### src/hw/rtl/rafc_pkg.sv
// Shared types, codes and tables for the radiation alarm and fault controller.
// No dependencies; used by rafc_step and radiation_alarm_fault_controller.
package rafc_pkg;

	typedef enum logic [3:0] {
		MODE_NORMAL   = 4'd0,
		MODE_ALARM    = 4'd1,
		MODE_OVERRUN  = 4'd2,
		MODE_OVERLOAD = 4'd3,
		MODE_ACK_AL   = 4'd4,
		MODE_ACK_OR   = 4'd5,
		MODE_ACK_OL   = 4'd6,
		MODE_HV       = 4'd7,
		MODE_DTC      = 4'd8
	} mode_t;

	// status flag masks
	localparam logic [6:0] ST_ALARM    = 7'h01;
	localparam logic [6:0] ST_OVERLOAD = 7'h02;
	localparam logic [6:0] ST_OVERRUN  = 7'h04;
	localparam logic [6:0] ST_ACK      = 7'h08;
	localparam logic [6:0] ST_RESET    = 7'h10;
	localparam logic [6:0] ST_HV       = 7'h20;
	localparam logic [6:0] ST_DTC      = 7'h40;

	// indicator patterns: bit0 red, 1 green, 2 yellow, 3 buzzer, 4 relay
	localparam logic [4:0] IND_NORMAL = 5'h12;
	localparam logic [4:0] IND_ACTIVE = 5'h09;
	localparam logic [4:0] IND_ACKED  = 5'h01;
	localparam logic [4:0] IND_FAULT  = 5'h04;

	localparam int unsigned CFG_IDX_W = 4;
	localparam logic [CFG_IDX_W-1:0] REG_ALARM_LEVEL    = 4'd0;
	localparam logic [CFG_IDX_W-1:0] REG_OVERRUN_LEVEL  = 4'd1;
	localparam logic [CFG_IDX_W-1:0] REG_OVERLOAD_LEVEL = 4'd2;
	localparam logic [CFG_IDX_W-1:0] REG_HV_LOW_LIMIT   = 4'd3;
	localparam logic [CFG_IDX_W-1:0] REG_HV_HIGH_LIMIT  = 4'd4;
	localparam logic [CFG_IDX_W-1:0] REG_AUTO_MODE      = 4'd5;
	localparam logic [CFG_IDX_W-1:0] REG_HV_HOLDOFF_MS  = 4'd6;
	localparam logic [CFG_IDX_W-1:0] REG_AUTO_ACK_MS    = 4'd7;

	localparam logic [7:0] MISS_LIMIT = 8'd3;

	typedef struct packed {
		logic [26:0] alarm_level;
		logic [26:0] overrun_level;
		logic [26:0] overload_level;
		logic [14:0] hv_low_limit;
		logic [14:0] hv_high_limit;
		logic        auto_mode;
		logic [15:0] hv_holdoff_ms;
		logic [19:0] auto_ack_ms;
	} cfg_t;

	typedef struct packed {
		logic [31:0] now_ms;
		logic [23:0] dose_mrh_centi;
		logic [14:0] hv_decivolts;
		logic        ack_btn;
		logic        rst_btn;
		logic [7:0]  detector_misses;
		logic        detector_recovered;
	} item_t;

	typedef struct packed {
		mode_t       alarm_mode;
		logic [6:0]  status_flags;
		logic        detector_failed;
		logic        detector_failed_prev;
		logic [31:0] ack_timer_start;
		logic [31:0] hv_timer_start;
		logic        hv_timer_armed;
		logic [4:0]  indicator_pattern;
	} state_t;

	typedef struct packed {
		mode_t      mode;
		logic [6:0] status_bits;
		logic [4:0] indicators;
		logic       mode_changed;
	} result_t;

	function automatic logic [4:0] pattern_of_mode(input mode_t m);
		logic [4:0] p;
		unique case (m)
			MODE_ALARM, MODE_OVERRUN, MODE_OVERLOAD: p = IND_ACTIVE;
			MODE_ACK_AL, MODE_ACK_OR, MODE_ACK_OL:   p = IND_ACKED;
			MODE_HV, MODE_DTC:                       p = IND_FAULT;
			default:                                 p = IND_NORMAL;
		endcase
		return p;
	endfunction

endpackage

### src/hw/rtl/rafc_step.sv
// One evaluation of the alarm mode machine: current state and item in,
// next state and result word out. Pure logic; uses rafc_pkg.
module rafc_step
	import rafc_pkg::*;
(
	input  cfg_t    cfg,
	input  state_t  cur,
	input  item_t   item,
	output state_t  nxt,
	output result_t res
);

	mode_t       m;
	logic [6:0]  f;
	logic        df;
	logic        dfp;
	logic        armed;
	logic [31:0] hv_start;
	logic [31:0] ack_start;
	logic [27:0] rad;
	logic [27:0] lvl_al;
	logic [27:0] lvl_or;
	logic [27:0] lvl_ol;
	logic        hv_out;
	logic        hv_in;
	logic        holdoff_done;
	logic        ack_timeout;

	assign lvl_al = {1'b0, cfg.alarm_level};
	assign lvl_or = {1'b0, cfg.overrun_level};
	assign lvl_ol = {1'b0, cfg.overload_level};

	assign hv_out = (item.hv_decivolts < cfg.hv_low_limit) ||
		(item.hv_decivolts > cfg.hv_high_limit);
	assign hv_in = (item.hv_decivolts > cfg.hv_low_limit) &&
		(item.hv_decivolts < cfg.hv_high_limit);

	// next state
	always_comb begin
		m         = cur.alarm_mode;
		f         = cur.status_flags;
		armed     = cur.hv_timer_armed;
		hv_start  = cur.hv_timer_start;
		ack_start = cur.ack_timer_start;
		dfp       = cur.detector_failed_prev;

		if (!armed) begin
			hv_start = item.now_ms;
			armed    = 1'b1;
		end

		// recovery clears first, misses may set it again
		df = cur.detector_failed;
		if (item.detector_recovered) df = 1'b0;
		if (item.detector_misses >= MISS_LIMIT) df = 1'b1;

		if (df != dfp) begin
			if (df) begin
				m = MODE_DTC;
				f = ST_DTC;
			end else begin
				m        = MODE_NORMAL;
				f        = ST_RESET;
				hv_start = item.now_ms;
				armed    = 1'b1;
			end
			dfp = df;
		end

		// x10 as shift-add, mR/h to uSv/h
		rad = df ? 28'd0 :
			({1'b0, item.dose_mrh_centi, 3'b000} + {3'b000, item.dose_mrh_centi, 1'b0});

		holdoff_done = (item.now_ms - hv_start) > {16'd0, cfg.hv_holdoff_ms};

		if (rad >= lvl_ol && m != MODE_OVERLOAD && m != MODE_ACK_OL && m != MODE_DTC) begin
			m = MODE_OVERLOAD;
			f = (f & ~(ST_ALARM | ST_OVERRUN | ST_RESET | ST_ACK | ST_HV)) | ST_OVERLOAD;
			ack_start = item.now_ms;
		end else if (rad >= lvl_or && m != MODE_OVERRUN && m != MODE_OVERLOAD &&
				m != MODE_ACK_OL && m != MODE_ACK_OR && m != MODE_DTC) begin
			m = MODE_OVERRUN;
			f = (f & ~(ST_ALARM | ST_RESET | ST_ACK | ST_HV)) | ST_OVERRUN;
			ack_start = item.now_ms;
		end else if (rad >= lvl_al && (m == MODE_NORMAL || m == MODE_HV)) begin
			m = MODE_ALARM;
			f = (f & ~(ST_RESET | ST_HV)) | ST_ALARM;
			ack_start = item.now_ms;
		end else if (hv_out && m == MODE_NORMAL && armed && holdoff_done) begin
			m     = MODE_HV;
			f     = (f & ~ST_RESET) | ST_HV;
			armed = 1'b0;
		end

		if (m == MODE_HV && hv_in) begin
			m = MODE_NORMAL;
			f = (f & ~ST_HV) | ST_RESET;
		end

		ack_timeout = cfg.auto_mode &&
			((item.now_ms - ack_start) > {12'd0, cfg.auto_ack_ms});

		if ((m == MODE_ALARM || m == MODE_OVERRUN || m == MODE_OVERLOAD) &&
				(item.ack_btn || ack_timeout)) begin
			unique case (m)
				MODE_ALARM:   m = MODE_ACK_AL;
				MODE_OVERRUN: m = MODE_ACK_OR;
				default:      m = MODE_ACK_OL;
			endcase
			f         = f | ST_ACK;
			ack_start = item.now_ms;
		end

		if (((m == MODE_ACK_OL && rad < lvl_ol) ||
				(m == MODE_ACK_AL && rad < lvl_al) ||
				(m == MODE_ACK_OR && rad < lvl_or)) &&
				(item.rst_btn || cfg.auto_mode)) begin
			m = MODE_NORMAL;
			f = (f & ~(ST_ACK | ST_OVERLOAD | ST_OVERRUN | ST_ALARM | ST_HV)) | ST_RESET;
		end

		nxt.alarm_mode           = m;
		nxt.status_flags         = f;
		nxt.detector_failed      = df;
		nxt.detector_failed_prev = dfp;
		nxt.ack_timer_start      = ack_start;
		nxt.hv_timer_start       = hv_start;
		nxt.hv_timer_armed       = armed;
		nxt.indicator_pattern    = (m != cur.alarm_mode) ?
			pattern_of_mode(m) : cur.indicator_pattern;
	end

	// outputs
	always_comb begin
		res.mode         = nxt.alarm_mode;
		res.status_bits  = nxt.status_flags;
		res.indicators   = nxt.indicator_pattern;
		res.mode_changed = (nxt.alarm_mode != cur.alarm_mode);
	end

endmodule

### src/hw/rtl/radiation_alarm_fault_controller.sv
// Top level of the radiation alarm and fault controller: stream ports,
// register file, input stage, state and result register. Uses rafc_pkg, rafc_step.
//
//  channel   dir  handshake              word
//  s_axis    in   tvalid/tready          one evaluation item (88-bit tdata)
//  m_axis    out  tvalid/tready          one result (24-bit tdata)
//  cfg       in   cfg_valid/cfg_ready    register index + 32-bit data
//
// One item per cycle sustained while m_axis accepts. Each item passes the input
// register, then the evaluation (x10 shift-add, threshold and time compares)
// into the result register together with the state update.
// A stalled m_axis holds the result; the input stage then fills and s_axis
// tready drops. cfg_ready is always high. Reset restores the register
// defaults and the normal mode with green and relay on.
module radiation_alarm_fault_controller
	import rafc_pkg::*;
(
	input  logic                 clk,
	input  logic                 arst_n,
	input  logic                 s_axis_tvalid,
	output logic                 s_axis_tready,
	// [31:0] now_ms, [55:32] dose_mrh_centi, [70:56] hv_decivolts,
	// [71] ack_btn, [72] rst_btn, [80:73] detector_misses,
	// [81] detector_recovered, [87:82] zero
	input  logic [87:0]          s_axis_tdata,
	output logic                 m_axis_tvalid,
	input  logic                 m_axis_tready,
	// [3:0] mode, [10:4] status_bits, [15:11] indicators, [16] mode_changed,
	// [23:17] zero
	output logic [23:0]          m_axis_tdata,
	input  logic                 cfg_valid,
	output logic                 cfg_ready,
	input  logic [CFG_IDX_W-1:0] cfg_index,
	input  logic [31:0]          cfg_data
);

	cfg_t    cfg_q;
	state_t  state_q;
	state_t  state_nxt;
	item_t   item_s1;
	item_t   item_in;
	logic    valid_s1;
	result_t res;
	result_t res_q;
	logic    out_valid_q;
	logic    advance;

	assign cfg_ready = 1'b1;

	always_ff @(posedge clk or negedge arst_n) begin
		if (!arst_n) begin
			cfg_q.alarm_level    <= '0;
			cfg_q.overrun_level  <= '0;
			cfg_q.overload_level <= '0;
			cfg_q.hv_low_limit   <= '0;
			cfg_q.hv_high_limit  <= 15'd20000;
			cfg_q.auto_mode      <= 1'b0;
			cfg_q.hv_holdoff_ms  <= 16'd5000;
			cfg_q.auto_ack_ms    <= 20'd60000;
		end else if (cfg_valid) begin
			unique case (cfg_index)
				REG_ALARM_LEVEL:    cfg_q.alarm_level    <= cfg_data[26:0];
				REG_OVERRUN_LEVEL:  cfg_q.overrun_level  <= cfg_data[26:0];
				REG_OVERLOAD_LEVEL: cfg_q.overload_level <= cfg_data[26:0];
				REG_HV_LOW_LIMIT:   cfg_q.hv_low_limit   <= cfg_data[14:0];
				REG_HV_HIGH_LIMIT:  cfg_q.hv_high_limit  <= cfg_data[14:0];
				REG_AUTO_MODE:      cfg_q.auto_mode      <= cfg_data[0];
				REG_HV_HOLDOFF_MS:  cfg_q.hv_holdoff_ms  <= cfg_data[15:0];
				REG_AUTO_ACK_MS:    cfg_q.auto_ack_ms    <= cfg_data[19:0];
				default: ;
			endcase
		end
	end

	assign item_in.now_ms             = s_axis_tdata[31:0];
	assign item_in.dose_mrh_centi     = s_axis_tdata[55:32];
	assign item_in.hv_decivolts       = s_axis_tdata[70:56];
	assign item_in.ack_btn            = s_axis_tdata[71];
	assign item_in.rst_btn            = s_axis_tdata[72];
	assign item_in.detector_misses    = s_axis_tdata[80:73];
	assign item_in.detector_recovered = s_axis_tdata[81];

	// the input stage moves on whenever the result register is free or drains
	assign advance       = valid_s1 && (!out_valid_q || m_axis_tready);
	assign s_axis_tready = !valid_s1 || advance;

	always_ff @(posedge clk or negedge arst_n) begin
		if (!arst_n) begin
			valid_s1 <= 1'b0;
		end else if (s_axis_tready) begin
			valid_s1 <= s_axis_tvalid;
		end
	end

	always_ff @(posedge clk) begin
		if (s_axis_tready && s_axis_tvalid) begin
			item_s1 <= item_in;
		end
	end

	rafc_step u_step (
		.cfg  (cfg_q),
		.cur  (state_q),
		.item (item_s1),
		.nxt  (state_nxt),
		.res  (res)
	);

	always_ff @(posedge clk or negedge arst_n) begin
		if (!arst_n) begin
			state_q.alarm_mode           <= MODE_NORMAL;
			state_q.status_flags         <= '0;
			state_q.detector_failed      <= 1'b0;
			state_q.detector_failed_prev <= 1'b0;
			state_q.ack_timer_start      <= '0;
			state_q.hv_timer_start       <= '0;
			state_q.hv_timer_armed       <= 1'b0;
			state_q.indicator_pattern    <= IND_NORMAL;
		end else if (advance) begin
			state_q <= state_nxt;
		end
	end

	always_ff @(posedge clk or negedge arst_n) begin
		if (!arst_n) begin
			out_valid_q <= 1'b0;
		end else if (advance) begin
			out_valid_q <= 1'b1;
		end else if (m_axis_tready) begin
			out_valid_q <= 1'b0;
		end
	end

	always_ff @(posedge clk) begin
		if (advance) begin
			res_q <= res;
		end
	end

	assign m_axis_tvalid = out_valid_q;
	assign m_axis_tdata  = {7'd0, res_q.mode_changed, res_q.indicators,
		res_q.status_bits, res_q.mode};

endmodule

### config.mk
export PLATFORM = sky130hd
export DESIGN_NAME = radiation_alarm_fault_controller
export DESIGN_NICKNAME = d
export VERILOG_FILES = /design/src/hw/rtl/rafc_pkg.sv /design/src/hw/rtl/rafc_step.sv /design/src/hw/rtl/radiation_alarm_fault_controller.sv
export SDC_FILE = /design/constraint.sdc
export NUM_CORES = 1
export LEC_CHECK = 0
export BUFFER_PORTS_ARGS = -buffer_cell sky130_fd_sc_hd__buf_2
export CAP_MARGIN = 20
export CELL_PAD_IN_SITES_DETAIL_PLACEMENT = 2
export CELL_PAD_IN_SITES_GLOBAL_PLACEMENT = 2
export CORE_ASPECT_RATIO = 1.5
export CORE_MARGIN = 1
export CORE_UTILIZATION = 30
export CTS_CLUSTER_DIAMETER = 50
export DETAILED_ROUTE_END_ITERATION = 7
export GPL_ROUTABILITY_DRIVEN = 0
export PLACE_DENSITY_LB_ADDON = 0.3
export SLEW_MARGIN = 20
export SYNTH_ARGS = -nofsm -noshare
export SYNTH_HDL_FRONTEND = slang
export SYNTH_SLANG_ARGS = --single-unit
### constraint.sdc
create_clock -name clk -period 12.4 [get_ports clk]
set_input_delay 2.48 -clock clk [delete_from_list [all_inputs] [get_ports clk]]
set_output_delay 2.48 -clock clk [all_outputs]
set_load 0.005 [all_outputs]
After elaboration in Yosys (flattened, before gate mapping)

Memory sizes are Yosys's and may differ from the RTL's.
Index checks and enable logic that the tools add are counted.
Widths: inputs -> output; s select.

Bits in registers: 332
Bits in read-only memories: 80
Input bits: 129
Output and inout bits: 27
Memories: 1

Memories:

| memory          | words | width | read ports | clocked after Yosys merged registers in | wr ports | line           | text |
|---|---|---|---|---|---|---|---|
| (no name shown) | 16    | 5     | 1          | 0                                       | 0        | rafc_pkg.sv:85 | `unique case (m)` |

Add/subtract/negate cells: 3
$lt $le $gt $ge: 13
Eq/ne operators: 22
Multiplexer cells: 36
Reduce and logical (&&, ||, !) cells: 45

Operators with widths:

| cell               | count |
|---|---|
| $mux 32            | 7 |
| $ge 28x27->1       | 3 |
| $lt 28x27->1       | 3 |
| $sub 32x32->32     | 2 |
| $mux 4             | 10 |
| $eq 4x3->1 const B | 9 |
| $mux 6             | 6 |
| $gt 32x16->1       | 1 |
| $gt 32x20->1       | 1 |
| $gt 15x15->1       | 2 |
| $lt 15x15->1       | 2 |
| $add 27x25->28     | 1 |
| $mux 28            | 1 |
| $logic_and 1x1->1  | 21 |
| $reduce_and 2->1   | 9 |
| $eq 4x2->1 const B | 4 |
| $mux 7             | 2 |
| $logic_or 1x1->1   | 10 |
| $eq 4x1->1 const B | 2 |
| $ge 8x2->1 const B | 1 |
| $logic_not 4->1    | 2 |
| $mux 1             | 8 |
| $ne 4x2->1 const B | 2 |
| $ne 4x3->1 const B | 2 |
| other kinds (7)    | 8 |

Logic depth before layout (Yosys ltp)

Gate-level depths: netlist of the first run.

Depth in word-level cells: 28
Mapped depth: 56
Gate-level depth less buffers: 53

Cells and area by module

From an unflattened synthesis of the first run, not the netlist that was laid out.

Cells, all modules: 2179
Area total of the unflattened synthesis: 22887.0 um^2

By module, submodules not included:

| module                           | times used | cells an instance | area an instance (um^2) |
|---|---|---|---|
| radiation_alarm_fault_controller | 1          | 616               | 11856.4 |
| rafc_step                        | 1          | 1563              | 11030.6 |

Worst setup path after synthesis of the first run

OpenSTA, ideal clock, no wires.

Kind: reg-to-reg
Start point: reg item_s1[29] (netlist bit)
End point: reg res_q (netlist bit m_axis_tdata[12]) (data pin)
Library setup time: 262 ps
Data arrival time: 11764 ps
Slack: 374 ps
Cell stages (with the launch flop): 56
Buffers on the path: 3
Clock period less this slack: 12026 ps
Cells stage by stage: edfxtp_1 -> ha_1 -> a211oi_1 -> or3_1 -> a21oi_1 -> o21ai_0 -> nand2b_1 -> nor2b_1 -> nor2b_1 -> o21bai_1 -> a21o_1 -> a21o_1 -> a21o_1 -> a21o_1 -> a21oi_1 -> xor2_1 -> nor2_1 -> ha_1 -> (+20 left out) -> a21oi_1 -> xnor2_1 -> ha_1 -> nand4_1 -> or4_1 -> o21ai_0 -> o2111ai_1 -> a311oi_1 -> nand4_1 -> or4_1 -> or3b_2 -> o221a_2 -> o22a_4 -> mux2i_4 -> a311oi_2 -> nor2b_4 -> nor2_4 -> mux2_1

RTL lines:

| element                  | line                                    | text |
|---|---|---|
| start: declaration       | radiation_alarm_fault_controller.sv:40  | `item_t item_s1;` |
| start signal: assignment | radiation_alarm_fault_controller.sv:97  | `item_s1 <= item_in;` |
| end signal: assignment   | radiation_alarm_fault_controller.sv:136 | `res_q <= res;` |
| end: declaration         | radiation_alarm_fault_controller.sv:44  | `result_t res_q;` |

==> out/summary.txt, run 1 <==
Sequential share of the synthesized area: 0.400
Final TNS setup: 0 ns
Core ar.: 72700 um2
HP Class: reg2reg
Total wire length: 71.0 mm
Fin Clk Skew: 0.0191 ns
Max Clock Freq: 0.0843 GHz
Crit Path Class: reg2reg
Post-Layout Cell Count: 3362
Largest net degree at the start of global routing: 121
CP Max Fanout: 6
Initial antenna violation count: 0
H-tree depth: 2
Max Cap Viol: 0
Pleak: 12.0 nW
Top cell type's share of synthesized area: 0.243
# diodes: 0
Status: finished, final reports clean
Max Transition Viols Final: 0
Rows: 121
CTS buffer count: 46
Cell area after layout: 26500 um2
CP Depth: 56
Yosys top cell by area: dfrtp_1
CP arrival: 12.20 ns
Area delta synth->final: 19.9%
Worst vdd ir: 0.104 mV
Tcrit/Tclk final: 0.956
Root buffer cell: clkbuf_16
Worst slew pin tran: 0.927 ns
Post-synth EDFFs: 99
Critical Path End Type: flip-flop
Pwr Density: 236 nW/um2
Io pins: 156
Prevailing post-synth register cell: dfrtp_1
Crit start category: flip-flop
Largest delay contributor family on the critical path: simple AND/OR/NAND/NOR gates
Min Tclk post-route: 11.86 ns
DIE AREA: 74700 um2
Fillcell total: 7822
First-pass GRT wire length: 111 mm
Die X: 223 um
Die Span Y: 334 um
Bufs on Longest Clock Path: 3
Tot Pwr: 6.24 mW
TritonCTS clock tree: yes
Netlist cell types: 106
Worst Path Required: 12.75 ns
Slowest cell on crit path: or4_4
Via count: 17700
Number of global-route vias before repair: 20300
Share of flip-flops with an asynchronous set or reset: 0.702
TritonRoute pass-1 iters: 4
Placed cells: 3263
Total number of yosys warnings: 0
Peak per-stage delay on the critical path: 0.58 ns
Clock Sink Count: 332
Grt total ovfl: 0
Vias/cell: 5.28
FF+latch count, synth: 332
Clk_lat worst skew: 0.60 ns
Reg2Reg Depth: 56
CTS clk-pin slew, worst paths: 0.06 ns
Endpoints failing hold: 0
Buffers added on ports: 136
Layout cell share with drive strength beyond 1: 0.259
Placed Area: 24600 um2
Iter 0 DRT Violations: 434
Final net count: 2760
Antenna Nets Post-Route: 0
Initial Util: 0.304
Worst path bufs/invs: 6
DRC Markers: 0
Post-synthesis cell area: 22100 um2
Syn avg cell area: 10.3 um2
Synth area leaders: dfrtp_1 24%, edfxtp_1 13%, ha_1 13%
Most frequent CP cell: buf_4
DP HPWL: 55.5 mm
GRT Overall Usage: 0.190
Hold Crit Depth: 2
Slew HR: 0.382
Final setup viols: 0
Cells after Synth: 2152
Drt wl/cell: 21.1 um
[tightest hold or removal path, cell delays in order (launching register included)]
cell	delay, ns
dfrtp_1	0.34
nand2_1	0.06
o31ai_1	0.06
[cell usage after synthesis (all sizes together), types with 4 or more instances]
master and count:
a2111oi 10, a211o 8, a211oi 29, a21boi 7
a21o 44, a21oi 139, a22oi 6, a311oi 5
a31oi 18, a41oi 5, and2 14, and3 17
and4 8, buf 26, clkbuf 52, dfrtp 214
dfstp 19, edfxtp 99, ha 226, inv 177
mux2 181, mux2i 64, nand2 163, nand2b 18
nand3 36, nand3b 6, nand4 29, nor2 94
nor2b 25, nor3 27, nor3b 10, nor4 11
o2111ai 6, o211ai 22, o21a 25, o21ai 126
o21bai 10, o221ai 6, o22ai 10, o31ai 10
o41ai 4, or3 18, or4 10, xnor2 35
xor2 30
[timing repair]
| action | in CTS | in global routing |
|---|---|---|
| pin swaps | 14 | 23 |
| gates resized for setup | 19 | 30 |
| hold buffers | 0 | 0 |
| hold endpoints to repair | 0 | 0 |
| buffers inserted | 5 | 7 |
| setup endpoints to repair | 22 | 23 |
[registers in the layout (all words and copies together) (netlist names)]
| register | flops |
|---|---|
| m_axis_tvalid | 1 |
| cfg_q | 148 |
| item_s1 | 82 |
| state_q | 83 |
| m_axis_tdata | 17 |
| valid_s1 | 1 |
[report_power, final]
group          internal (mW)  total, mW  switching (mW)
Sequential              1.45       1.62           0.171
Combinational           1.50       3.30            1.80
Clock                  0.772       1.33           0.556
Total                   3.72       6.24            2.52
[layer usage]
layer / GRT usage / share of wire
met1: 0.195 / 0.38
met3: 0.0226 / 0.026
met4: 0.0826 / 0.042
met2: 0.380 / 0.55
met5: 0 / 0
[worst paths after layout]
path / startpoint / to / slack [ns]
worst max-delay path: item_s1[30]$_DFFE_PP_ / m_axis_tdata[12]$_DFFE_PP_ / 0.54
worst min-delay path: state_q[75]$_DFFE_PN0P_ / state_q[75]$_DFFE_PN0P_ / 0.49
worst max register to register: item_s1[30]$_DFFE_PP_ / m_axis_tdata[12]$_DFFE_PP_ / 0.54
worst min register to register: state_q[75]$_DFFE_PN0P_ / state_q[75]$_DFFE_PN0P_ / 0.49
max in group asynchronous: arst_n / cfg_q[119]$_DFFE_PN0P_ / 8.71
min in group asynchronous: arst_n / state_q[40]$_DFFE_PN0P_ / 1.78
[layout by cell type, fill, tap and decap left out, drive strengths merged, types with 12 or more instances in the layout]
cell type  netlist  layout
o21a            25      25
mux2           181     181
and2            14      14
clkinv           0      12
nor2            94      94
o211ai          22      22
xor2            30      30
nand2          163     163
edfxtp          99      99
clkbuf          52      59
dfrtp          214     214
nand4           29      29
o21ai          126     126
a21oi          139     139
ha             226     226
a21o            44      44
nor2b           25      25
or3             18      18
a31oi           18      18
nand3           36      36
and3            17      17
mux2i           64      64
nor3            27      27
a211oi          29      29
nand2b          18      18
xnor2           35      35
buf             26     274
dfstp           19      19
inv            177     189
[layout make-up]
type	instances	area [um2]	area share
well taps	922	1150	0.0436
multi-input cells	1571	12500	0.473
inverters	177	664	0.0251
clock buffers	59	1250	0.0473
flip-flops and latches	332	8830	0.334
clock inverters	27	277	0.0105
repair buffers	274	1760	0.0665
[metrics by stage]
stage | hold WS [ns] | worst slack, ns | utilization
final | 0.492 | 0.541 | 0.364
after global routing | 0.514 | -0.0245 | 0.364
after CTS | 0.491 | 0.0164 | 0.361
after detailed placement | 0.479 | -0.486 | 0.338
after global placement | 0.461 | -0.334 | 0.338
after floorplan | 0.448 | 0.374 | -
[cells by family after synthesis]
family                     count (synthesis)  synth area share
AOI/OAI and AO/OA                        522             0.160
and+or+nand+nor                          499             0.114
DFF                                      332             0.400
buffers and inverters                    255            0.0455
muxes                                    245             0.122
adders and majority gates                232             0.132
xor gates and xnor gates                  65            0.0258
other                                      2          0.000340
No activity file was read; power rests on OpenSTA's default activity.
==> inputs of run 2 (changes only) <==
--- a/config.mk
+++ b/config.mk
@@ -13,9 +13,10 @@
 export CORE_MARGIN = 1
 export CORE_UTILIZATION = 30
 export CTS_CLUSTER_DIAMETER = 50
+export CTS_CLUSTER_SIZE = 28
 export DETAILED_ROUTE_END_ITERATION = 7
 export GPL_ROUTABILITY_DRIVEN = 0
-export PLACE_DENSITY_LB_ADDON = 0.3
+export PLACE_DENSITY_LB_ADDON = 0.1
 export SLEW_MARGIN = 20
 export SYNTH_ARGS = -nofsm -noshare
 export SYNTH_HDL_FRONTEND = slang
==> run 2 against run 1 <==
Combinational power up 3%. Clock skew grew 0.0050 ns. Register-to-register slack got worse by 0.08 ns. Routed wire length up 1.3%. Via count down 0.12%. Sequential power hardly changed. Maximum frequency decreased by 0.67%. Largest power group unchanged. Utilization is 0.57 points higher. Global-route usage increased by 0.43 points.
==> out/summary.txt, run 2 (same netlist as run 1, synthesis figures left out) <==
Core ar.: 72700 um2 (unchanged)
Top Registers: cfg_q (148), state_q (83), item_s1 (82) (unchanged)
Met2 Resource Use GR: 0.386 (was 0.380)
Via count: 17700 (about the same)
Vias/cell: 5.21 (was 5.28)
Die X: 223 um (unchanged)
RSZ-0062 raised after global routing: yes
Rows: 121 (unchanged)
Drt wl/cell: 21.2 um (was 21.1 um)
Min Tclk post-route: 11.94 ns (was 11.86 ns)
TritonRoute pass-1 iters: 4 (unchanged)
Clk_lat worst skew: 0.61 ns (was 0.60 ns)
DRC Markers: 0 (unchanged)
Final setup viols: 0 (unchanged)
Pwr Density: 240 nW/um2 (was 236 nW/um2)
CTS buffer count: 48 (was 46)
Post-Layout Cell Count: 3398 (was 3362)
Pleak: 12.2 nW (was 12.0 nW)
Max reg flops: 148 (unchanged)
Most frequent CP cell: buf_4 (unchanged)
Fin Clk Skew: 0.0241 ns (was 0.0191 ns)
HP Class: reg2reg (unchanged)
GR peak layer: met2 (unchanged)
Endpoints failing hold: 0 (unchanged)
Hold WS: 0.492 ns (about the same)
CTS clk-pin slew, worst paths: 0.06 ns (about the same)
GRT Overall Usage: 0.195 (was 0.190)
Cell area after layout: 26900 um2 (was 26500 um2)
Final TNS setup: 0 ns (unchanged)
Io pins: 156 (unchanged)
Reg2Reg Depth: 58 (was 56)
Met1 Use GR: 0.202 (was 0.195)
Initial Util: 0.304 (unchanged)
Initial antenna violation count: 3 (was 0)
Final net count: 2792 (was 2760)
Grt total ovfl: 0 (unchanged)
Top reg by flops: cfg_q (unchanged)
Worst vdd ir: 0.124 mV (was 0.104 mV)
Buffers added on ports: 136 (unchanged)
Pre-CTS WS: -0.650 ns (was -0.486 ns)
Tcrit/Tclk final: 0.963 (was 0.956)
Number of global-route vias before repair: 20300 (about the same)
WHS Endpoint: state_q[75]$_DFFE_PN0P_ (unchanged)
Final WS setup: 0.461 ns (was 0.541 ns)
Die Span Y: 334 um (unchanged)
Placed Area: 24800 um2 (was 24600 um2)
First-pass GRT wire length: 113 mm (was 111 mm)
Slew HR: 0.284 (was 0.382)
CP Max Fanout: 6 (unchanged)
Reg2reg end: m_axis_tdata[12]$_DFFE_PP_ (unchanged)
R2r startpoint: item_s1[27]$_DFFE_PP_ (was item_s1[30]$_DFFE_PP_)
Tot Pwr: 6.45 mW (was 6.24 mW)
Max Clock Freq: 0.0838 GHz (was 0.0843 GHz)
Max Transition Viols Final: 0 (unchanged)
GR Util met3: 0.0246 (was 0.0226)
Most frequent cells in the layout: 224 x ha_1, 214 x dfrtp_1, 176 x inv_1, 173 x mux2_2, 164 x buf_4 (was 221 x ha_1, 214 x dfrtp_1, 176 x inv_1, 171 x mux2_2, 161 x nand2_1)
Worst slew pin tran: 1.06 ns (was 0.927 ns)
Slowest cell on crit path: or4_4 (unchanged)
Crit path launch: item_s1[27]$_DFFE_PP_ (was item_s1[30]$_DFFE_PP_)
CP arrival: 12.29 ns (was 12.20 ns)
Layout cell share with drive strength beyond 1: 0.274 (was 0.259)
Root buffer cell: clkbuf_16 (unchanged)
Iter 0 DRT Violations: 398 (was 434)
Total wire length: 72.0 mm (was 71.0 mm)
Largest net degree at the start of global routing: 151 (was 121)
Hold Crit Depth: 2 (unchanged)
Crit Path Class: reg2reg (unchanged)
Max Cap Viol: 0 (unchanged)
Crit start category: flip-flop (unchanged)
Worst R2R Setup Slack: 0.46 ns (was 0.54 ns)
DIE AREA: 74700 um2 (unchanged)
Core Util, Final: 0.370 (was 0.364)
H-tree depth: 2 (unchanged)
Most common library cell in the layout ignoring fill and taps: ha_1 (unchanged)
Worst Path Required: 12.75 ns (about the same)
Clock Sink Count: 332 (unchanged)
TritonCTS clock tree: yes (unchanged)
Status: finished, final reports clean (unchanged)
Peak per-stage delay on the critical path: 0.61 ns (was 0.58 ns)
Critical Path End Type: flip-flop (unchanged)
Hold Startpoint: state_q[75]$_DFFE_PN0P_ (unchanged)
Antenna Nets Post-Route: 0 (unchanged)
DP HPWL: 56.0 mm (was 55.5 mm)
Placed cells: 3290 (was 3263)
Bufs on Longest Clock Path: 3 (unchanged)
Area delta synth->final: 21.8% (was 19.9%)
==> run 2: worst max path at each step <==
stage                                            end  slack (ns)  cells after the start
after CTS                 m_axis_tdata[15]$_DFFE_PP_       0.001                     53
final                     m_axis_tdata[12]$_DFFE_PP_        0.46                     58
after floorplan           m_axis_tdata[12]$_DFFE_PP_        0.37                     55
after detailed placement  m_axis_tdata[15]$_DFFE_PP_       -0.65                     58
after global routing      m_axis_tdata[12]$_DFFE_PP_       -0.06                     53
after global placement    m_axis_tdata[12]$_DFFE_PP_       -0.55                     58
==> run 2: layout make-up <==
type | instances | area, um2
antenna | 3 | 7.51
clock buffer | 52 | 1260
clock inverter | 37 | 397
fill | 7812 | 45800
inverter | 177 | 664
multi-input combinational | 1571 | 12600
sequential | 332 | 8830
tap | 922 | 1150
timing repair buffer | 304 | 2000
==> run 2: per-layer routing <==
| layer | wire length [um] | up-vias |
|---|---|---|
| li1 | - | 8431 |
| met5 | 0 | - |
| met1 | 27300 | 8942 |
| met3 | 1860 | 131 |
| met4 | 2940 | 0 |
| met2 | 39900 | 212 |
==> run 2: power by group <==
group	switching, mW	internal (mW)
clock network	0.627	0.795
logic	1.85	1.55
registers	0.170	1.45
total	2.65	3.80
==> run 2: critical path: cells and delay by family, from the launching register on <==
family / cells / cell delay [ns]
AOI/OAI and AO/OA: 24 / 3.95
and+or+nand+nor: 18 / 3.94
adders and majority gates: 5 / 1.51
buffers and inverters: 7 / 1.03
muxes: 2 / 0.50
DFF: 1 / 0.41
xor gates and xnor gates: 2 / 0.32
==> run 2: repair_timing <==
action | in CTS | in global routing
hold buffers | 0 | 0
gates resized for setup | 21 | 40
buffers inserted | 4 | 12
endpoints found under the setup margin | 25 | 24
pin swaps | 11 | 43
cloned | 0 | 0
